`src/sv/bmc_pkg.sv`:
```
// ----------------------------------------------------------------------------
// bmc_pkg
// Shared constants, operation and status codes, and control structs of the
// blocking message channel.
// ----------------------------------------------------------------------------
package bmc_pkg;

	// default sizes
	localparam int BUF_DEPTH_DEF  = 16;
	localparam int WAIT_DEPTH_DEF = 8;
	localparam int VALUE_W_DEF    = 32;
	localparam int ID_W_DEF       = 8;

	// fixed field widths
	localparam int CAP_W  = 5;
	localparam int FUNC_W = 2;
	localparam int STAT_W = 2;

	// operation codes
	localparam logic [FUNC_W-1:0] FN_SEND  = 2'd0;
	localparam logic [FUNC_W-1:0] FN_RECV  = 2'd1;
	localparam logic [FUNC_W-1:0] FN_CLOSE = 2'd2;

	// result status codes
	localparam logic [STAT_W-1:0] ST_DONE    = 2'd0;
	localparam logic [STAT_W-1:0] ST_BLOCKED = 2'd1;
	localparam logic [STAT_W-1:0] ST_CLOSED  = 2'd2;
	localparam logic [STAT_W-1:0] ST_FULL    = 2'd3;

	// waiter queue control and status
	typedef struct packed {
		logic push;
		logic pop;
	} wq_ctrl_t;

	typedef struct packed {
		logic empty;
		logic full;
		logic single;
	} wq_stat_t;

endpackage

```
`src/sv/bmc_req_if.sv`:
```
// ----------------------------------------------------------------------------
// bmc_req_if
// Request channel: one operation beat from a thread.
// ----------------------------------------------------------------------------
interface bmc_req_if #(
	parameter int VALUE_W = bmc_pkg::VALUE_W_DEF,
	parameter int ID_W    = bmc_pkg::ID_W_DEF
);
	import bmc_pkg::*;

	logic              valid;
	logic              ready;
	logic [FUNC_W-1:0] func;
	logic [ID_W-1:0]   thread_id;
	logic [VALUE_W-1:0] data_in;

	modport source (output valid, func, thread_id, data_in, input ready);
	modport sink   (input valid, func, thread_id, data_in, output ready);
endinterface

```
`src/sv/bmc_rsp_if.sv`:
```
// ----------------------------------------------------------------------------
// bmc_rsp_if
// Result channel: one result beat, possibly resuming a waiting thread.
// ----------------------------------------------------------------------------
interface bmc_rsp_if #(
	parameter int VALUE_W = bmc_pkg::VALUE_W_DEF,
	parameter int ID_W    = bmc_pkg::ID_W_DEF
);
	import bmc_pkg::*;

	logic               valid;
	logic               ready;
	logic [STAT_W-1:0]  status;
	logic [VALUE_W-1:0] data_out;
	logic               wake_valid;
	logic [ID_W-1:0]    wake_id;
	logic [VALUE_W-1:0] wake_data;
	logic               last;

	modport source (output valid, status, data_out, wake_valid, wake_id, wake_data, last,
		input ready);
	modport sink   (input valid, status, data_out, wake_valid, wake_id, wake_data, last,
		output ready);
endinterface

```
`src/sv/bmc_wait_q.sv`:
```
// ----------------------------------------------------------------------------
// bmc_wait_q
// Ring queue of blocked threads with a registered read of the head entry.
// The head data is valid from the cycle after the head pointer last moved.
// ----------------------------------------------------------------------------
module bmc_wait_q #(
	parameter int DEPTH  = bmc_pkg::WAIT_DEPTH_DEF,
	parameter int DATA_W = bmc_pkg::ID_W_DEF
) (
	input  logic              clk,
	input  logic              arst_n,
	input  bmc_pkg::wq_ctrl_t ctrl,
	input  logic [DATA_W-1:0] push_data,
	output logic [DATA_W-1:0] head_data,
	output bmc_pkg::wq_stat_t stat
);
	import bmc_pkg::*;

	localparam int IDX_W = (DEPTH > 1) ? $clog2(DEPTH) : 1;
	localparam int CNT_W = $clog2(DEPTH + 1);
	localparam int SUM_W = IDX_W + 1;

	logic [DATA_W-1:0] mem [DEPTH];
	logic [IDX_W-1:0]  head_q;
	logic [CNT_W-1:0]  cnt_q;
	logic [DATA_W-1:0] rd_q;
	logic [SUM_W-1:0]  tail_sum;
	logic [IDX_W-1:0]  tail;
	logic [IDX_W-1:0]  head_nxt;

	// tail index, sum stays below twice the depth
	assign tail_sum = SUM_W'(head_q) + SUM_W'(cnt_q);
	assign tail     = (tail_sum >= SUM_W'(DEPTH)) ? IDX_W'(tail_sum - SUM_W'(DEPTH))
		: IDX_W'(tail_sum);
	assign head_nxt = (head_q == IDX_W'(DEPTH - 1)) ? '0 : head_q + 1'b1;

	// entry storage and registered head read
	always_ff @(posedge clk) begin
		if (ctrl.push) begin
			mem[tail] <= push_data;
		end
		rd_q <= mem[head_q];
	end

	// pointers
	always_ff @(posedge clk or negedge arst_n) begin
		if (!arst_n) begin
			head_q <= '0;
			cnt_q  <= '0;
		end else begin
			if (ctrl.pop) begin
				head_q <= head_nxt;
			end
			case ({ctrl.push, ctrl.pop})
				2'b10:   cnt_q <= cnt_q + 1'b1;
				2'b01:   cnt_q <= cnt_q - 1'b1;
				default: cnt_q <= cnt_q;
			endcase
		end
	end

	assign head_data   = rd_q;
	assign stat.empty  = (cnt_q == '0);
	assign stat.full   = (cnt_q == CNT_W'(DEPTH));
	assign stat.single = (cnt_q == CNT_W'(1));

endmodule

```
`src/sv/blocking_message_channel.sv`:
```
// ----------------------------------------------------------------------------
// blocking_message_channel
// Message channel between threads: value buffer plus sender and receiver
// waiter queues, driven by a small sequencer.
// ----------------------------------------------------------------------------
// Usage:
//   req carries send, receive and close beats; rsp returns result beats, and
//   every request produces results ending with last set (unused code 3
//   produces none). cfg_we/cfg_wdata set the buffer capacity; the user must
//   write them only while idle, as the block itself does not enforce it.
//   Send and receive pass an accept cycle, where the registered head reads
//   of the buffer and queues settle, and a decision cycle that loads the
//   result register and updates the stores. Close with no waiter answers
//   from the decision cycle; with waiters it is followed by a wake state per
//   waiter, with a gap state between wakes, since the registered head read
//   of a queue must settle after every pop before the next wake.
//   req.ready is high only while the sequencer is idle; a finished result
//   may still wait in the output register while the next request is taken.
//   When rsp is stalled the decision cycle holds until the output register
//   frees up, so nothing is lost.
//   Reset empties the buffer and both queues, opens the channel and clears
//   capacity to zero (unbuffered); store contents are not cleared.
// ----------------------------------------------------------------------------
module blocking_message_channel #(
	parameter int BUF_DEPTH  = bmc_pkg::BUF_DEPTH_DEF,
	parameter int WAIT_DEPTH = bmc_pkg::WAIT_DEPTH_DEF,
	parameter int VALUE_W    = bmc_pkg::VALUE_W_DEF,
	parameter int ID_W       = bmc_pkg::ID_W_DEF
) (
	input  logic                     clk,
	input  logic                     arst_n,
	bmc_req_if.sink                  req,
	bmc_rsp_if.source                rsp,
	input  logic                     cfg_we,
	input  logic [bmc_pkg::CAP_W-1:0] cfg_wdata
);
	import bmc_pkg::*;

	localparam int BIDX_W = (BUF_DEPTH > 1) ? $clog2(BUF_DEPTH) : 1;
	localparam int BCNT_W = $clog2(BUF_DEPTH + 1);
	localparam int BSUM_W = BIDX_W + 1;
	localparam int CMP_W  = (CAP_W > BCNT_W) ? CAP_W : BCNT_W;
	localparam int SQ_W   = ID_W + VALUE_W;

	// sequencer states
	localparam logic [1:0] S_IDLE  = 2'd0;
	localparam logic [1:0] S_EXEC  = 2'd1;
	localparam logic [1:0] S_CLOSE = 2'd2;
	localparam logic [1:0] S_GAP   = 2'd3;

	logic [1:0]         state_q, state_nxt;
	logic [FUNC_W-1:0]  func_q;
	logic [ID_W-1:0]    tid_q;
	logic [VALUE_W-1:0] din_q;
	logic [CAP_W-1:0]   cap_q;
	logic               closed_q;

	// buffer
	logic [VALUE_W-1:0] buf_mem [BUF_DEPTH];
	logic [BIDX_W-1:0]  buf_head_q;
	logic [BCNT_W-1:0]  buf_cnt_q;
	logic [VALUE_W-1:0] buf_rd_q;
	logic [BSUM_W-1:0]  buf_sum;
	logic [BIDX_W-1:0]  buf_tail;
	logic [BIDX_W-1:0]  buf_head_nxt;
	logic               buf_we;
	logic [VALUE_W-1:0] buf_wdata;
	logic               buf_pop;
	logic               buf_inc;
	logic               buf_dec;

	// capacity compare
	logic [CMP_W-1:0]   cap_eff;
	logic               buf_has_room;

	// waiter queues
	wq_ctrl_t           snd_ctrl, rcv_ctrl;
	wq_stat_t           snd_stat, rcv_stat;
	logic [SQ_W-1:0]    snd_head;
	logic [ID_W-1:0]    rcv_head;
	logic [ID_W-1:0]    snd_head_id;
	logic [VALUE_W-1:0] snd_head_val;

	// result register
	logic               rsp_valid_q;
	logic [STAT_W-1:0]  status_q;
	logic [VALUE_W-1:0] dout_q;
	logic               wv_q;
	logic [ID_W-1:0]    wid_q;
	logic [VALUE_W-1:0] wdata_q;
	logic               last_q;

	logic               out_free;
	logic               load;
	logic               closed_set;
	logic [STAT_W-1:0]  r_status;
	logic [VALUE_W-1:0] r_dout;
	logic               r_wv;
	logic [ID_W-1:0]    r_wid;
	logic [VALUE_W-1:0] r_wdata;
	logic               r_last;

	bmc_wait_q #(.DEPTH(WAIT_DEPTH), .DATA_W(SQ_W)) u_snd_q (
		.clk       (clk),
		.arst_n    (arst_n),
		.ctrl      (snd_ctrl),
		.push_data ({tid_q, din_q}),
		.head_data (snd_head),
		.stat      (snd_stat)
	);

	bmc_wait_q #(.DEPTH(WAIT_DEPTH), .DATA_W(ID_W)) u_rcv_q (
		.clk       (clk),
		.arst_n    (arst_n),
		.ctrl      (rcv_ctrl),
		.push_data (tid_q),
		.head_data (rcv_head),
		.stat      (rcv_stat)
	);

	assign snd_head_val = snd_head[VALUE_W-1:0];
	assign snd_head_id  = snd_head[SQ_W-1:VALUE_W];

	// buffer ring indexes
	assign buf_sum      = BSUM_W'(buf_head_q) + BSUM_W'(buf_cnt_q);
	assign buf_tail     = (buf_sum >= BSUM_W'(BUF_DEPTH))
		? BIDX_W'(buf_sum - BSUM_W'(BUF_DEPTH)) : BIDX_W'(buf_sum);
	assign buf_head_nxt = (buf_head_q == BIDX_W'(BUF_DEPTH - 1)) ? '0 : buf_head_q + 1'b1;

	// capacity clipped to the buffer size
	assign cap_eff      = (CMP_W'(cap_q) > CMP_W'(BUF_DEPTH)) ? CMP_W'(BUF_DEPTH)
		: CMP_W'(cap_q);
	assign buf_has_room = (cap_eff != '0) && (CMP_W'(buf_cnt_q) < cap_eff);

	assign out_free  = !rsp_valid_q || rsp.ready;
	assign req.ready = (state_q == S_IDLE);

	// decision logic
	always_comb begin
		state_nxt  = state_q;
		load       = 1'b0;
		closed_set = 1'b0;
		snd_ctrl   = '0;
		rcv_ctrl   = '0;
		buf_we     = 1'b0;
		buf_wdata  = din_q;
		buf_pop    = 1'b0;
		buf_inc    = 1'b0;
		buf_dec    = 1'b0;
		r_status   = ST_DONE;
		r_dout     = '0;
		r_wv       = 1'b0;
		r_wid      = '0;
		r_wdata    = '0;
		r_last     = 1'b1;
		case (state_q)
			S_IDLE: begin
				if (req.valid) begin
					state_nxt = S_EXEC;
				end
			end
			S_EXEC: begin
				if (func_q != FN_SEND && func_q != FN_RECV && func_q != FN_CLOSE) begin
					state_nxt = S_IDLE;
				end else if (out_free) begin
					load      = 1'b1;
					state_nxt = S_IDLE;
					case (func_q)
						FN_SEND: begin
							if (closed_q) begin
								r_status = ST_CLOSED;
							end else if (!rcv_stat.empty) begin
								rcv_ctrl.pop = 1'b1;
								r_wv         = 1'b1;
								r_wid        = rcv_head;
								r_wdata      = din_q;
							end else if (buf_has_room) begin
								buf_we  = 1'b1;
								buf_inc = 1'b1;
							end else if (!snd_stat.full) begin
								snd_ctrl.push = 1'b1;
								r_status      = ST_BLOCKED;
							end else begin
								r_status = ST_FULL;
							end
						end
						FN_RECV: begin
							if (buf_cnt_q != '0) begin
								buf_pop = 1'b1;
								r_dout  = buf_rd_q;
								if (!snd_stat.empty) begin
									// refill from the oldest sender into the freed slot
									snd_ctrl.pop = 1'b1;
									buf_we       = 1'b1;
									buf_wdata    = snd_head_val;
									r_wv         = 1'b1;
									r_wid        = snd_head_id;
								end else begin
									buf_dec = 1'b1;
								end
							end else if (cap_eff == '0 && !snd_stat.empty) begin
								snd_ctrl.pop = 1'b1;
								r_dout       = snd_head_val;
								r_wv         = 1'b1;
								r_wid        = snd_head_id;
							end else if (closed_q) begin
								r_status = ST_CLOSED;
							end else if (!rcv_stat.full) begin
								rcv_ctrl.push = 1'b1;
								r_status      = ST_BLOCKED;
							end else begin
								r_status = ST_FULL;
							end
						end
						default: begin
							// close: single result unless there are waiters to wake
							if (!closed_q) begin
								closed_set = 1'b1;
								if (!rcv_stat.empty || !snd_stat.empty) begin
									load      = 1'b0;
									state_nxt = S_CLOSE;
								end
							end
						end
					endcase
				end
			end
			S_CLOSE: begin
				if (out_free) begin
					load = 1'b1;
					r_wv = 1'b1;
					if (!rcv_stat.empty) begin
						rcv_ctrl.pop = 1'b1;
						r_wid        = rcv_head;
						r_last       = rcv_stat.single && snd_stat.empty;
					end else begin
						snd_ctrl.pop = 1'b1;
						r_wid        = snd_head_id;
						r_last       = snd_stat.single;
					end
					state_nxt = r_last ? S_IDLE : S_GAP;
				end
			end
			S_GAP: begin
				state_nxt = S_CLOSE;
			end
			default: begin
				state_nxt = S_IDLE;
			end
		endcase
	end

	// buffer storage and registered head read
	always_ff @(posedge clk) begin
		if (buf_we) begin
			buf_mem[buf_tail] <= buf_wdata;
		end
		buf_rd_q <= buf_mem[buf_head_q];
	end

	// request capture and result payload
	always_ff @(posedge clk) begin
		if (req.valid && req.ready) begin
			func_q <= req.func;
			tid_q  <= req.thread_id;
			din_q  <= req.data_in;
		end
		if (load) begin
			status_q <= r_status;
			dout_q   <= r_dout;
			wv_q     <= r_wv;
			wid_q    <= r_wid;
			wdata_q  <= r_wdata;
			last_q   <= r_last;
		end
	end

	// control state
	always_ff @(posedge clk or negedge arst_n) begin
		if (!arst_n) begin
			state_q     <= S_IDLE;
			cap_q       <= '0;
			closed_q    <= 1'b0;
			buf_head_q  <= '0;
			buf_cnt_q   <= '0;
			rsp_valid_q <= 1'b0;
		end else begin
			state_q <= state_nxt;
			if (cfg_we) begin
				cap_q <= cfg_wdata;
			end
			if (closed_set) begin
				closed_q <= 1'b1;
			end
			if (buf_pop) begin
				buf_head_q <= buf_head_nxt;
			end
			if (buf_inc) begin
				buf_cnt_q <= buf_cnt_q + 1'b1;
			end else if (buf_dec) begin
				buf_cnt_q <= buf_cnt_q - 1'b1;
			end
			if (load) begin
				rsp_valid_q <= 1'b1;
			end else if (rsp.ready) begin
				rsp_valid_q <= 1'b0;
			end
		end
	end

	assign rsp.valid      = rsp_valid_q;
	assign rsp.status     = status_q;
	assign rsp.data_out   = dout_q;
	assign rsp.wake_valid = wv_q;
	assign rsp.wake_id    = wid_q;
	assign rsp.wake_data  = wdata_q;
	assign rsp.last       = last_q;

	// fill never passes the buffer size
	a_buf_bound: assert property (@(posedge clk) disable iff (!arst_n)
		buf_cnt_q <= BCNT_W'(BUF_DEPTH))
		else $error("buffer fill above depth");

	// a closed channel stays closed
	a_closed_sticky: assert property (@(posedge clk) disable iff (!arst_n)
		closed_q |=> closed_q)
		else $error("closed flag dropped");

	// wake walk only runs while some waiter is left
	a_close_walk: assert property (@(posedge clk) disable iff (!arst_n)
		(state_q == S_GAP || state_q == S_CLOSE) |-> (!rcv_stat.empty || !snd_stat.empty))
		else $error("close walk with no waiter");

	// the walk only follows a close request on a channel now closed
	a_close_origin: assert property (@(posedge clk) disable iff (!arst_n)
		(state_q == S_CLOSE) |-> (closed_q && func_q == FN_CLOSE))
		else $error("close walk without close");

endmodule

```
`src/flat_wrapper.sv`:
```
// flat-port wrapper written by rule: the top's interface ports become plain ports
module blocking_message_channel_flat import bmc_pkg::*;
#(
	parameter int BUF_DEPTH  = bmc_pkg::BUF_DEPTH_DEF,
	parameter int WAIT_DEPTH = bmc_pkg::WAIT_DEPTH_DEF,
	parameter int VALUE_W    = bmc_pkg::VALUE_W_DEF,
	parameter int ID_W       = bmc_pkg::ID_W_DEF
)
  (clk, arst_n, cfg_we, cfg_wdata, req_valid, req_func, req_thread_id, req_data_in, req_ready, rsp_valid, rsp_status, rsp_data_out, rsp_wake_valid, rsp_wake_id, rsp_wake_data, rsp_last, rsp_ready);
  bmc_req_if #(.VALUE_W(VALUE_W), .ID_W(ID_W)) req_i ();
  bmc_rsp_if #(.VALUE_W(VALUE_W), .ID_W(ID_W)) rsp_i ();
  input  logic clk;
  input  logic arst_n;
  input  logic cfg_we;
  input  logic [bmc_pkg::CAP_W-1:0] cfg_wdata;
  input wire logic [$bits(req_i.valid)-1:0] req_valid;
  input wire logic [$bits(req_i.func)-1:0] req_func;
  input wire logic [$bits(req_i.thread_id)-1:0] req_thread_id;
  input wire logic [$bits(req_i.data_in)-1:0] req_data_in;
  output wire logic [$bits(req_i.ready)-1:0] req_ready;
  output wire logic [$bits(rsp_i.valid)-1:0] rsp_valid;
  output wire logic [$bits(rsp_i.status)-1:0] rsp_status;
  output wire logic [$bits(rsp_i.data_out)-1:0] rsp_data_out;
  output wire logic [$bits(rsp_i.wake_valid)-1:0] rsp_wake_valid;
  output wire logic [$bits(rsp_i.wake_id)-1:0] rsp_wake_id;
  output wire logic [$bits(rsp_i.wake_data)-1:0] rsp_wake_data;
  output wire logic [$bits(rsp_i.last)-1:0] rsp_last;
  input wire logic [$bits(rsp_i.ready)-1:0] rsp_ready;
  assign req_i.valid = req_valid;
  assign req_i.func = req_func;
  assign req_i.thread_id = req_thread_id;
  assign req_i.data_in = req_data_in;
  assign req_ready = req_i.ready;
  assign rsp_valid = rsp_i.valid;
  assign rsp_status = rsp_i.status;
  assign rsp_data_out = rsp_i.data_out;
  assign rsp_wake_valid = rsp_i.wake_valid;
  assign rsp_wake_id = rsp_i.wake_id;
  assign rsp_wake_data = rsp_i.wake_data;
  assign rsp_last = rsp_i.last;
  assign rsp_i.ready = rsp_ready;
  blocking_message_channel #(.BUF_DEPTH(BUF_DEPTH), .WAIT_DEPTH(WAIT_DEPTH), .VALUE_W(VALUE_W), .ID_W(ID_W)) u_core (.clk(clk), .arst_n(arst_n), .req(req_i), .rsp(rsp_i), .cfg_we(cfg_we), .cfg_wdata(cfg_wdata));
endmodule
```
`config.mk`:
```
export PLATFORM = sky130hd
export DESIGN_NAME = blocking_message_channel_flat
export DESIGN_NICKNAME = d
export VERILOG_FILES = /design/src/sv/bmc_pkg.sv /design/src/sv/bmc_req_if.sv /design/src/sv/bmc_rsp_if.sv /design/src/sv/bmc_wait_q.sv /design/src/sv/blocking_message_channel.sv /design/src/flat_wrapper.sv
export SDC_FILE = /design/constraint.sdc
export NUM_CORES = 1
export LEC_CHECK = 0
export ABC_CLOCK_PERIOD_IN_PS = 14980
export BUFFER_PORTS_ARGS = -buffer_cell sky130_fd_sc_hd__buf_2
export CORE_ASPECT_RATIO = 0.8
export CORE_UTILIZATION = 24
export CTS_CLUSTER_SIZE = 20
export DETAILED_ROUTE_END_ITERATION = 10
export PLACE_DENSITY = 0.5
export SYNTH_ARGS = -nofsm -noshare
export SYNTH_HDL_FRONTEND = slang
export SYNTH_SLANG_ARGS = --single-unit
```
`constraint.sdc`:
```
create_clock -name clk -period 14.98 [get_ports clk]
set_clock_uncertainty 0.2 [all_clocks]
set_input_delay 1.498 -clock clk [delete_from_list [all_inputs] [get_ports clk]]
set_output_delay 1.498 -clock clk [all_outputs]
set_load 0.005 [all_outputs]
```
---- Word level (Yosys, flattened, before mapping) ----
Memories as Yosys holds them, arrays and structs flattened. A register that Yosys moved wholly into a read port is not among the register bits.
Index checks and enable logic that the tools add are counted.
storage, ports and cells
  RAM bits ................................ 896
  input bits .............................. 52
  bits in registers ....................... 150
  logic and storage cells ................. 221
  memories kept ........................... 3
  output and inout port bits .............. 78
operators by class
  reductions and logical operators ........ 29
  bitwise gates (word level) .............. 4
  add/subtract/negate cells ............... 15
  $lt $le $gt $ge ......................... 5
  mux-type cells .......................... 126
  equality and inequality tests ........... 20
memories
  memory              words  width  read ports  clocked after Yosys merged registers in  wr ports  line                            RTL
  u_core.buf_mem      16     32     1           1                                        1         blocking_message_channel.sv:59  logic [VALUE_W-1:0] buf_mem [BUF_DEPTH];
  u_core.u_snd_q.mem  8      40     1           1                                        1         bmc_wait_q.sv:23                logic [DATA_W-1:0] mem [DEPTH];
  u_core.u_rcv_q.mem  8      8      1           1                                        1         bmc_wait_q.sv:23
operator list
  kind                                                                    count
  32-bit two-way mux                                                      8
  8-bit two-way mux                                                       9
  1-bit two-way mux                                                       68
  2-bit two-way mux                                                       20
  8-bit one-hot mux with 2 select lines                                   2
  4-bit one-hot mux with 2 select lines                                   2
  5-bit two-way mux                                                       3
  4-bit by 1-bit adder with 4-bit output (second input constant)          3
  4-bit equality test (second input constant)                             3
  3-bit two-way mux                                                       4
  1-bit one-hot mux with 2 select lines                                   6
  4-bit by 1-bit subtractor with 4-bit output (second input constant)     3
  2-bit nonzero test                                                      5
  5-bit nonzero test                                                      2
  3-bit by 4-bit adder with 4-bit output                                  2
  2-bit by 1-bit equality test with 1-bit output (second input constant)  4
  2-bit equality test (second input constant)                             4
  4-bit by 1-bit equality test with 1-bit output (second input constant)  2
  4-bit greater-or-equal comparator (second input constant)               2
  4-bit logical NOT                                                       2
  4-bit two-way mux                                                       2
  2-bit one-hot mux with 4 select lines                                   1
  3-bit by 1-bit adder with 3-bit output (second input constant)          2
  3-bit equality test (second input constant)                             2
  23 further kinds                                                        38

---- Depth between registers and ports, before layout ----
  depth after elaboration ................. 13
  mapped depth ............................ 12
  gate-level depth less buffers ........... 12

---- By module ----
Synthesis repeated with hierarchy kept, for this count alone.
second synthesis, totals
  cells, all modules ...................... 2,032
  area, all modules ....................... 42,949.9 um^2
by module, submodules not included
  module                        sequential area each (um^2)  area each (um^2)  cells each  times used
  blocking_message_channel      20,009.2                     26,102.5          1,320       1
  bmc_wait_q at u_core.u_snd_q  10,585.2                     13,660.6          557         1
  bmc_wait_q at u_core.u_rcv_q  2,257.2                      3,186.8           155         1

---- Least setup slack after synthesis ----
No wires, ideal clock.
  path type ............................... input to register
  start ................................... in rsp_ready
  end ..................................... reg u_core.dout_q[0], in the netlist u_core.rsp.data_out[0], enable pin
  stages .................................. 5
  setup time .............................. 0.626 ns
  data required time ...................... 14.154 ns
  setup slack ............................. 6.433 ns
  arrival time ............................ 7.721 ns
  buffers on the path ..................... 1
  path through ............................ nand2b_1 buf_2 nor2b_1 o21ai_0 a21boi_0
on the way
  longest elaborated chain between the ends .. 4
  elaborated cells on any way between the ends .. 5
  those cells by class .................... 4 x mux; 1 x reduce/logical
RTL lines
  item                                     line                             RTL
  from (decl)                              flat_wrapper.sv:28               input wire logic [$bits(rsp_i.ready)-1:0] rsp_ready;
  1-bit logical OR *                       blocking_message_channel.sv:135  assign out_free = !rsp_valid_q || rsp.ready;
  1-bit two-way mux                        blocking_message_channel.sv:165  end else if (out_free) begin
  1-bit two-way mux                        blocking_message_channel.sv:163  if (func_q != FN_SEND && func_q != FN_RECV && func_q != FN_CLOSE) begin
  1-bit one-hot mux with 2 select lines *  blocking_message_channel.sv:156  case (state_q)
  via u_core.load                          blocking_message_channel.sv:94   logic load;
  to (signal assigned)                     blocking_message_channel.sv:270  dout_q <= r_dout;
  to (decl)                                blocking_message_channel.sv:87   logic [VALUE_W-1:0] dout_q;
Mark *: on every way through the listed nets, which the timed path passes. The rest lies on a longest branch.
A chain may end at the register's enable or synchronous reset.

---- Final worst setup path ----
  start ................................... in rsp_ready
  end ..................................... mem u_core.buf_mem[6][22] (netlist bit), enable pin
on the way
  longest elaborated chain between the ends .. 6
RTL lines
  item                                     line                             RTL
  1-bit logical OR                         blocking_message_channel.sv:135
  1-bit two-way mux                        blocking_message_channel.sv:165
  1-bit two-way mux                        blocking_message_channel.sv:163
  1-bit two-way mux                        blocking_message_channel.sv:156
  1-bit two-way mux                        blocking_message_channel.sv:255  if (buf_we) begin
  1-bit two-way mux (implied by the code)  blocking_message_channel.sv:256  buf_mem[buf_tail] <= buf_wdata;
  to (decl)                                blocking_message_channel.sv:59
No other way between the ends.

==> flow_metrics.py <==
metrics = {
    "sta": {
        "worst_pin_slew_ns": 1.15,
        "drv_slew": 0,
        "fmax_ghz": 0.218,
        "finalSetupViolations": 0,
        "tns_ns": 0,
        "finalHoldViolCount": 0,
        "min_period_over_period": 0.307,
        "rsz0062_at_grt": "false",
        "slew_headroom": 0.229,
        "period_minus_slack_ns": 4.60,
    },
    "floorplan": {
        "num_rows": 138,
        "coreArea_sq_mm": 0.177,
        "dieWidth_microns": 474,
        "die_area_sq_mm": 0.180,
        "initial_utilization": 0.241,
        "die_y_microns": 379,
        "io_pins": 130,
    },
    "run": {
        "cap_violations": 0,
    },
    "worst_setup_path": {
        "start_kind": "input pin",
        "cp_max_fo": 33,
        "cp.required_ns": 15.14,
        "setup.worst_path.end_class": "register",
        "critPathKind": "input pin to register",
        "critPathArrivalTime_ns": 4.75,
    },
    "global_route": {
        "grt_max_degree": 58,
        "grt_pass1_wl_mm": 148,
        "antenna_found_initial": 4,
        "grt_usage": 0.112,
        "globalRouteOverflowTotal": 0,
        "grt_pass1_vias": 21200,
    },
    "cts": {
        "post-cts-setup-buffers": 0,
        "cts_hold_buf": 0,
        "htreeDepth": 3,
        "numCtsBuffers": 107,
        "root_buffer": "clkbuf_16",
        "cts_tree": "built",
        "clkSinkCount": 1126,
        "cts_repair_resize_count": 0,
        "clk_path_buf_depth": 3,
        "cts.clk_slew.worst_paths_ns": 0.06,
        "insertion_delay_ns": 0.74,
    },
    "layout": {
        "layout.nets": 2390,
        "drive_gt1_frac": 0.289,
        "area_delta_synth_final_pct": 17.5,
    },
    "routing": {
        "drc_errors": 0,
        "routed_wl_mm": 101,
        "wl_per_cell_microns": 21.1,
        "dr_total_vias": 20300,
        "ant_nets": 0,
        "dr.first_iter.drc_count": 1528,
        "via_per_inst": 4.24,
        "dr.pass1.iters": 5,
    },
    "synth": {
        "synth-edff-count": 1014,
        "async_flop_share": 0.0284,
        "synth.avg_cell_area_sq_um": 20.2,
        "ys_ff_latch": 1126,
        "syn-cell-area_sq_mm": 0.0427,
        "yosys_warnings": 0,
        "yosysSeqAreaShare": 0.770,
        "synth_top_flop_cell": "edfxtp_1",
        "syn-num-nets": 2200,
        "synth_cell_types": 60,
        "syn_inst": 2114,
    },
    "placed_design": {
        "port_buffers": 129,
        "dp_hpwl_mm": 58.8,
        "gp_congestion": 0.724,
    },
    "outcome": {
        "status": "completed",
    },
    "worst_hold_path": {
        "min_path_type": "register to register",
    },
    "power_and_ir_drop": {
        "p_leak_nw": 16.1,
        "p_per_area_mw_per_mm2": 180,
        "fin_total_pwr_w": 0.00902,
        "vdd_drop_max_uv": 118,
    },
}
==> Yosys cell counts (all sizes together) (34+ instances only) <==
library cell  count  area share
edfxtp         1014        0.71
dfxtp            80       0.038
nand2            59      0.0052
a22o             40      0.0082
o21ai            71      0.0083
mux2            127       0.034
mux2i            99       0.023
a21oi            44      0.0052
buf              44      0.0052
clkbuf           57      0.0050
and2             34      0.0050
mux4            160       0.084
==> cell families (layout without fill, tap and decap cells) <==
kind of cell	count (synthesis)	in the layout	synth area share
muxes	386	386	0.141
adders and majority gates	34	34	0.0107
and+or+nand+nor	195	195	0.0250
AOI/OAI and AO/OA	238	238	0.0377
xor gates and xnor gates	22	22	0.00451
buffers and inverters	113	398	0.0113
other	0	2	0
DFF	1126	1126	0.770
==> worst max-delay path: stages <==
cell and delay (ns):
buf_2 0.08, nand2b_1 0.38, nand4_1 0.27, nor2_4 0.14, buf_4 0.53, nor2_2 0.09, buf_4 0.24, nor4_2 0.91
buf_4 0.55
==> layout make-up <==
cell class / instances / area (sq um)
well taps: 2380 / 2980
inverters: 12 / 45.0
clock inverters: 68 / 791
diodes: 2 / 5.00
multi-input cells: 875 / 9550
fillers: 17500 / 127000
flip-flops and latches: 1126 / 32900
repair buffers: 182 / 1040
clock buffers: 136 / 2890
==> final timing paths <==
check	slack, ns	to	cells after the start	from
max	10.38	u_core.buf_mem[6][22]$_DFFE_PP_	9	rsp_ready
min	0.31	u_core.buf_cnt_q[4]$_DFFE_PN0P_	1	u_core.buf_cnt_q[4]$_DFFE_PN0P_
max reg2reg	10.67	u_core.buf_mem[6][22]$_DFFE_PP_	10	u_core.u_snd_q.cnt_q[0]$_DFFE_PN0P_
min reg2reg	0.31	u_core.buf_cnt_q[4]$_DFFE_PN0P_	1	u_core.buf_cnt_q[4]$_DFFE_PN0P_
max in group asynchronous	13.24	u_core.u_snd_q.head_q[0]$_DFFE_PN0P_	1	arst_n
min in group asynchronous	0.72	u_core.u_rcv_q.head_q[1]$_DFFE_PN0P_	1	arst_n
==> cell usage in the layout, fill, tap and decap left out, drive strengths merged, types with 5 or more instances in the layout <==
cell,n
buf,182
o21ai,71
bufinv,13
edfxtp,1014
and2,34
nand4,5
mux2,127
xor2,7
nand2,59
nor2b,6
dfrtp,32
ha,30
clkinvlp,7
mux2i,99
nand2b,8
nor4,12
clkinv,46
nand3,7
nor3,12
clkbuf,136
dfxtp,80
a221oi,32
a21oi,44
mux4,160
xnor2,15
nor2,31
a22oi,32
a22o,40
inv,14
nor3b,5
==> state kept, by name (all words and copies together), names as in the netlist, 32 cells and up <==
register,cells
u_core.u_snd_q.head_data,40
u_core.buf_rd_q,32
u_core.u_snd_q.mem,320
u_core.u_rcv_q.mem,64
u_core.rsp.wake_data,32
u_core.din_q,32
u_core.rsp.data_out,32
u_core.buf_mem,512
==> through the flow <==
step | setup WS (ns) | util | hold WS [ns] | instance area [sq um] | instances
floorplan | 6.43 | - | 0.274 | 42700 | 2114
global placement | 9.76 | 0.263 | 0.303 | 46500 | 4575
detailed placement | 9.66 | 0.263 | 0.311 | 46500 | 4575
CTS | 10.43 | 0.284 | 0.327 | 50200 | 4779
global route | 10.14 | 0.284 | 0.333 | 50200 | 4780
finish | 10.38 | 0.284 | 0.312 | 50200 | 4781
==> layer usage <==
layer / track usage / part of all wire
met5: 0 / 0
met4: 0.0267 / 0.018
met3: 0.0204 / 0.042
met2: 0.172 / 0.45
met1: 0.162 / 0.49
==> power breakdown <==
group	switching (W)	leakage, nW	total, W	internal, W
Clock	0.00121	1.78	0.00281	0.00160
Sequential	0.000306	10.2	0.00416	0.00386
Combinational	0.00118	4.04	0.00205	0.000874
Power figures use the tool's default switching activity.
